File: config.mk
export PLATFORM = sky130hd
export DESIGN_NAME = slps_div
export DESIGN_NICKNAME = d
export VERILOG_FILES = /design/src/design/slps_pkg.sv /design/src/design/slps_div.sv
export SDC_FILE = /design/constraint.sdc
export NUM_CORES = 1
export LEC_CHECK = 0
export BUFFER_PORTS_ARGS = -buffer_cell sky130_fd_sc_hd__buf_2
export CAP_MARGIN = 40
export CELL_PAD_IN_SITES_DETAIL_PLACEMENT = 2
export CELL_PAD_IN_SITES_GLOBAL_PLACEMENT = 2
export CORE_MARGIN = 2
export CORE_UTILIZATION = 37
export DETAILED_ROUTE_END_ITERATION = 12
export GPL_TIMING_DRIVEN = 1
export PLACE_DENSITY_LB_ADDON = 0.1
export SLEW_MARGIN = 20
export SYNTH_ARGS = -nofsm -noshare
export SYNTH_HDL_FRONTEND = slang
export SYNTH_SLANG_ARGS = --single-unit
File: constraint.sdc
create_clock -name clk -period 4.84 [get_ports clk]
set_input_delay 0.968 -clock clk [delete_from_list [all_inputs] [get_ports clk]]
set_output_delay 0.968 -clock clk [all_outputs]
set_load 0.02 [all_outputs]
File: src/design/slps_pkg.sv
`timescale 1ns / 1ps
package slps_pkg;

  localparam int ADDR_W      = 11;
  localparam int STORE_DEPTH = 2048;
  localparam int BYTE_W      = 8;
  localparam int COLOR_W     = 16;
  localparam int CFG_INDEX_W = 3;
  localparam int CFG_DATA_W  = 11;
  localparam int DX_W        = 13;
  localparam int PITCH_X     = 243;
  localparam int PITCH_Y     = 323;

  localparam logic OP_LOAD  = 1'b0;
  localparam logic OP_PIXEL = 1'b1;

  localparam logic [CFG_INDEX_W-1:0] REG_PANEL_INDEX = 3'd0;
  localparam logic [CFG_INDEX_W-1:0] REG_CENTER_X    = 3'd1;
  localparam logic [CFG_INDEX_W-1:0] REG_CENTER_Y    = 3'd2;
  localparam logic [CFG_INDEX_W-1:0] REG_LOGO_SIZE   = 3'd3;
  localparam logic [CFG_INDEX_W-1:0] REG_LOGO_ALPHA  = 3'd4;

  localparam logic [2:0]  RST_PANEL_INDEX = 3'd0;
  localparam logic [10:0] RST_CENTER_X    = 11'd64;
  localparam logic [10:0] RST_CENTER_Y    = 11'd64;
  localparam logic [9:0]  RST_LOGO_SIZE   = 10'd148;
  localparam logic [4:0]  RST_LOGO_ALPHA  = 5'd16;
  localparam logic [4:0]  ALPHA_FULL      = 5'd16;

  typedef struct packed {
    logic valid;
    logic load;
    logic pass;
  } stage_ctl_t;

  // Gray ramp: v = a * 17 spread over the RGB565 fields.
  function automatic logic [COLOR_W-1:0] gray565(input logic [3:0] a);
    logic [7:0] v;
    v = {a, a};
    return {v[7:3], v[7:2], v[7:3]};
  endfunction

endpackage

File: src/design/slps_div.sv
`timescale 1ns / 1ps
module slps_div
  import slps_pkg::*;
#(
  parameter int LOGO_SIDE = 64
) (
  input  logic                                clk,
  input  logic                                rst_n,
  input  logic                                start,
  input  logic [9:0]                          divisor,
  output logic                                busy,
  output logic [$clog2(LOGO_SIDE+1)+15:0]     quotient
);

  localparam int NW    = $clog2(LOGO_SIDE + 1) + 16;
  localparam int CNT_W = $clog2(NW + 1);
  localparam logic [NW-1:0] DIVIDEND = NW'(LOGO_SIDE) << 16;

  logic             busy_r, busy_nxt;
  logic [CNT_W-1:0] cnt_r, cnt_nxt;
  logic [9:0]       rem_r, rem_nxt;
  logic [NW-1:0]    quo_r, quo_nxt;
  logic [10:0]      trial, diff;
  logic             ge;

  // Restoring division, one quotient bit per cycle.
  always_comb begin
    trial    = {rem_r, quo_r[NW-1]};
    diff     = trial - {1'b0, divisor};
    ge       = trial >= {1'b0, divisor};
    busy_nxt = busy_r;
    cnt_nxt  = cnt_r;
    rem_nxt  = rem_r;
    quo_nxt  = quo_r;
    if (start) begin
      busy_nxt = 1'b1;
      cnt_nxt  = CNT_W'(NW);
      rem_nxt  = '0;
      quo_nxt  = DIVIDEND;
    end else if (busy_r) begin
      cnt_nxt  = cnt_r - 1'b1;
      busy_nxt = cnt_r != CNT_W'(1);
      rem_nxt  = ge ? diff[9:0] : trial[9:0];
      quo_nxt  = {quo_r[NW-2:0], ge};
    end
  end

  always_ff @(posedge clk) begin
    if (!rst_n) begin
      busy_r <= 1'b0;
      cnt_r  <= '0;
    end else begin
      busy_r <= busy_nxt;
      cnt_r  <= cnt_nxt;
    end
  end

  always_ff @(posedge clk) begin
    rem_r <= rem_nxt;
    quo_r <= quo_nxt;
  end

  assign busy     = busy_r;
  assign quotient = quo_r;

endmodule

After elaboration in Yosys (flattened, before gate mapping):

Index checks and enable logic that the tools add are counted.

* add/subtract/negate cells: 2
* $lt $le $gt $ge: 1
* eq/ne operators: 1
* mux-type cells: 5
* bitwise logic cells: 1
* reductions and logical operators: 2

Operators with widths (number)
* >= comparator 11 x 10 -> 1 bit: 1
* 2-to-1 mux 10 bit: 1
* 2-to-1 mux 5 bit: 2
* subtractor 10 bit: 1
* inequality test 5 x 1 -> 1 bit (second input constant): 1
* subtractor 5 x 1 -> 5 bit (second input constant): 1
* 2-to-1 mux 1 bit: 2
* nonzero test 2 bit: 1
* OR reduction 2 bit: 1
* inverter 1 bit: 1

* register bits after elaboration: 39
* input bits: 13
* logic and storage cells: 17

Logic depth before layout (Yosys ltp):

* depth after elaboration: 3
* mapped depth: 9
* mapped depth without buffers: 9

Least setup slack after synthesis:

OpenSTA, ideal clock, no wires.

* kind: input to register
* start point: input divisor[6]
* end point: register rem_r[2]
* data arrival time: 2.655 ns
* required time: 4.745 ns
* path slack: 2.090 ns
* stages on the path: 7
* cells stage by stage: inv_1 > ha_1 > a21o_1 > or3_4 > o21a_4 > or4_1 > o311ai_1

* longest elaborated chain between the ends: 2

Ends and longest elaborated chain
* start: declaration: RTL line slps_div.sv:10 `input logic [9:0] divisor,`
* >= comparator 11 x 10 -> 1 bit: RTL line slps_div.sv:30 `ge = trial >= {1'b0, divisor};`
* 2-to-1 mux 10 bit: RTL line slps_div.sv:43 `rem_nxt = ge ? diff[9:0] : trial[9:0];`
* end signal: assignment: RTL line slps_div.sv:59 `rem_r <= rem_nxt;`
* end: declaration: RTL line slps_div.sv:21 `logic [9:0] rem_r, rem_nxt;`

Every way passes these cells.
A chain may end at the register's enable or synchronous reset.

Worst setup path after layout:

* start point: input divisor[4]
* end point: register rem_r[4]

* longest elaborated chain between the ends: 2

Ends and longest elaborated chain (RTL line)
* subtractor 10 bit / >= comparator 11 x 10 -> 1 bit (equally long branches): slps_div.sv:29, slps_div.sv:30
* 2-to-1 mux 10 bit (*): slps_div.sv:43

Every way passes the cells marked *; elsewhere a longest branch is shown, timed or not.

==> results.py <==
metrics = {
    "outcome": {
        "status": "complete, no violations",
    },
    "floorplanning": {
        "fp.dieArea_um2": 6520,
        "core_area_um2": 5610,
        "die_h_um": 80.7,
        "ioPinCount": 37,
        "die-width_um": 80.7,
        "rows": 27,
        "start_util_pct": 38.8,
    },
    "synth": {
        "synth_top_area_cell": "dfxtp_1",
        "synth_cell_type_count": 61,
        "ys_warn_count": 0,
        "ys.flop_type": "dfxtp_1",
        "synth_seq_area_share_pct": 35.8,
        "syn_inst": 236,
        "async_flop_share_pct": 0,
        "synth-edff-count": 0,
        "syn_area_um2": 2180,
        "syn_nets": 262,
        "ys_ff_latch": 39,
        "ys_top_cells_by_area": "dfxtp_1 36%, mux2i_1 9.6%, ha_1 6.9%, nor2_1 5.5%, inv_1 2.4%",
        "yosys.area.top_type_share_pct": 35.8,
        "avgSynthCellArea_um2": 9.23,
    },
    "layout": {
        "nNetsFinal": 297,
        "drive_gt1_share_pct": 21.3,
        "fin_util_pct": 44.8,
        "areaGrowthSynthToFinish_pct": 15.5,
        "diodes": 0,
    },
    "min_path": {
        "min_from": "quotient[0]",
        "hold_depth": 2,
        "min_to": "quotient[0]",
        "min_path_type": "flop to flop",
    },
    "setup_path": {
        "crit_path_start_kind": "primary input",
        "critPathArrivalTime_ns": 2.96,
        "cpLargestDelayFamily": "compound AO/OA/AOI/OAI gates",
        "r2r_end": "rem_r[6]",
        "r2r_start": "quotient[22]",
        "critPathMaxFanout": 8,
        "cpPeakStageDelay_ns": 0.65,
        "crit_required_ns": 5.05,
        "rrSetupSlack_ns": 2.41,
        "crit_chain": "buf_2, inv_1, ha_1, nand4_2, o41ai_4, o221ai_1, a311oi_1",
        "worst-r2r-cell-count": 9,
        "worstPathBufferInverterCount": 2,
        "slowest_stage": "o41ai_4",
        "crit_type": "primary input to flop",
        "end_kind": "flop",
    },
    "global_routing": {
        "grt_pass1_vias": 2028,
        "grt_overflow": 0,
        "grt_max_degree": 34,
        "grt_usage_pct": 20.9,
        "grt_first_pass_wirelength_um": 10400,
        "antenna_found_initial": 0,
    },
    "timing": {
        "tns_ns": 0,
        "grt_setup_unrepaired": "false",
        "setup-violations-final": 0,
        "min_period_ns": 2.76,
        "worst_pin_slew_ns": 0.587,
        "slew_viol_final": 0,
        "hold_viol": 0,
        "worst_slack_ns": 2.08,
        "max-slew-margin-rel_pct": 60.8,
        "period_share_pct": 57.0,
        "finalClockSkew_ns": 0.00994,
        "max_freq_mhz": 363,
    },
    "routing": {
        "viasPerCell": 5.55,
        "drt_wl_total_um": 6320,
        "wl_per_cell_um": 18.4,
        "first_pass_iters": 4,
        "antenna_left": 0,
        "drcViolationCount": 0,
        "initialDrtViolationCount": 70,
        "vias": 1908,
    },
    "clock_network": {
        "numClockSinks": 39,
        "cts_resized": 0,
        "cts-root-buf": "clkbuf_8",
        "cts_tree": "yes",
        "cts_max_path_buffers": 2,
        "hold_buffers": 0,
        "clock_latency_ns": 0.30,
        "cts_max_level": 2,
        "numCtsBuffers": 5,
        "clk_pin_slew_worst_paths_ns": 0.08,
        "post-cts-setup-buffers": 0,
    },
    "power_and_ir_drop": {
        "irDropWorstVdd_mv": 0.200,
        "power_density_nw_per_um2": 308,
        "p_leak_uw": 0.00116,
    },
    "placed_design": {
        "post-place-ws_ns": 1.76,
        "gp_congestion": 0.792,
        "hpwlAfterDp_um": 4660,
        "portBuffers": 36,
    },
    "flow_run": {
        "drv_cap": 0,
    },
}
tightest hold or removal path: cells and delay by family (launching register included):
kind / cells / cell delay [ns]
compound gates: 1 / 0.05
flops: 1 / 0.33
simple gates: 1 / 0.09
cell usage in the layout (no fill, tap or decap), types with 4 or more instances in the layout:
| cell | n |
|---|---|
| a211oi_1 | 4 |
| a21boi_0 | 4 |
| and3_1 | 6 |
| buf_2 | 36 |
| clkbuf_8 | 5 |
| dfxtp_1 | 38 |
| ha_1 | 12 |
| inv_1 | 14 |
| mux2i_1 | 21 |
| nand2_1 | 12 |
| nand3_1 | 7 |
| nor2_1 | 32 |
| o21ai_0 | 5 |
| xnor2_1 | 5 |
| xor2_1 | 5 |
worst max path at each step:
stage,start,end,cells after the start
2_1_floorplan,divisor[6],rem_r[2],7
3_3_place_gp,divisor[4],rem_r[4],7
3_5_place_dp,divisor[4],rem_r[4],7
4_1_cts,divisor[4],rem_r[4],7
5_1_grt,divisor[4],rem_r[4],7
6_report,divisor[4],rem_r[4],7
synthesized netlist by cell type, drive strengths merged, types with 2 or more instances:
| library cell | count |
|---|---|
| o21ai | 8 |
| and3 | 6 |
| a21o | 2 |
| a311oi | 3 |
| o21bai | 2 |
| a31oi | 3 |
| nor3 | 3 |
| o211ai | 3 |
| a211oi | 5 |
| mux2i | 21 |
| a21boi | 4 |
| inv | 14 |
| a21oi | 2 |
| buf | 2 |
| o41ai | 3 |
| xnor2 | 5 |
| ha | 12 |
| nand4 | 2 |
| dfxtp | 39 |
| nor2 | 33 |
| nand2 | 12 |
| clkbuf | 7 |
| o22ai | 3 |
| o31ai | 2 |
| o21a | 2 |
| o311ai | 2 |
| nand3 | 7 |
| xor2 | 5 |
stage by stage:
| stage | hold WS, ns | power [uW] | cell area (um^2) | std cells |
|---|---|---|---|---|
| global placement | 0.502 | 501 | 2400 | 336 |
| global route | 0.558 | 813 | 2510 | 344 |
| CTS | 0.529 | 784 | 2510 | 344 |
| finish | 0.521 | 776 | 2510 | 344 |
| detailed placement | 0.514 | 505 | 2400 | 336 |
| floorplan | 0.477 | 464 | 2180 | 236 |
cells by family after synthesis:
family | Yosys count | synth area share, %
compound gates | 53 | 20.0
xor+xnor | 10 | 4.02
fa+ha+maj | 13 | 7.81
buf+inv | 24 | 5.11
flops | 39 | 35.8
mux | 22 | 10.2
simple gates | 75 | 17.1
final cells by class:
class	count	area [um^2]
Clock buffer	5	68.8
Timing Repair Buffer	37	188
Tap cell	72	90.1
Multi-Input combinational cell	173	1290
Fill cell	668	3090
Clock inverter	3	43.8
Inverter	15	56.3
Sequential cell	39	782
report_power, final:
group	switching [uW]	leakage (uW)	internal (uW)
Sequential	14.8	0.000318	332
Clock	124	0.0000581	154
Combinational	90.3	0.000787	60.9
Total	229	0.00116	546
layer usage:
| layer | GRT usage [%] | wire (um) | share of wire (%) | vias to the layer above |
|---|---|---|---|---|
| met3 | 3.33 | 193 | 3.1 | 11 |
| met5 | 0 | 0 | 0 | - |
| li1 | - | - | - | 931 |
| met1 | 27.8 | 2930 | 46 | 933 |
| met4 | 6.61 | 123 | 1.9 | 0 |
| met2 | 34.9 | 3070 | 49 | 33 |
sequential cells by signal (all words and copies together) (netlist names):
signal and cells:
quotient 23, busy 1, cnt_r 5, rem_r 10
Power figures use the tool's default switching activity.
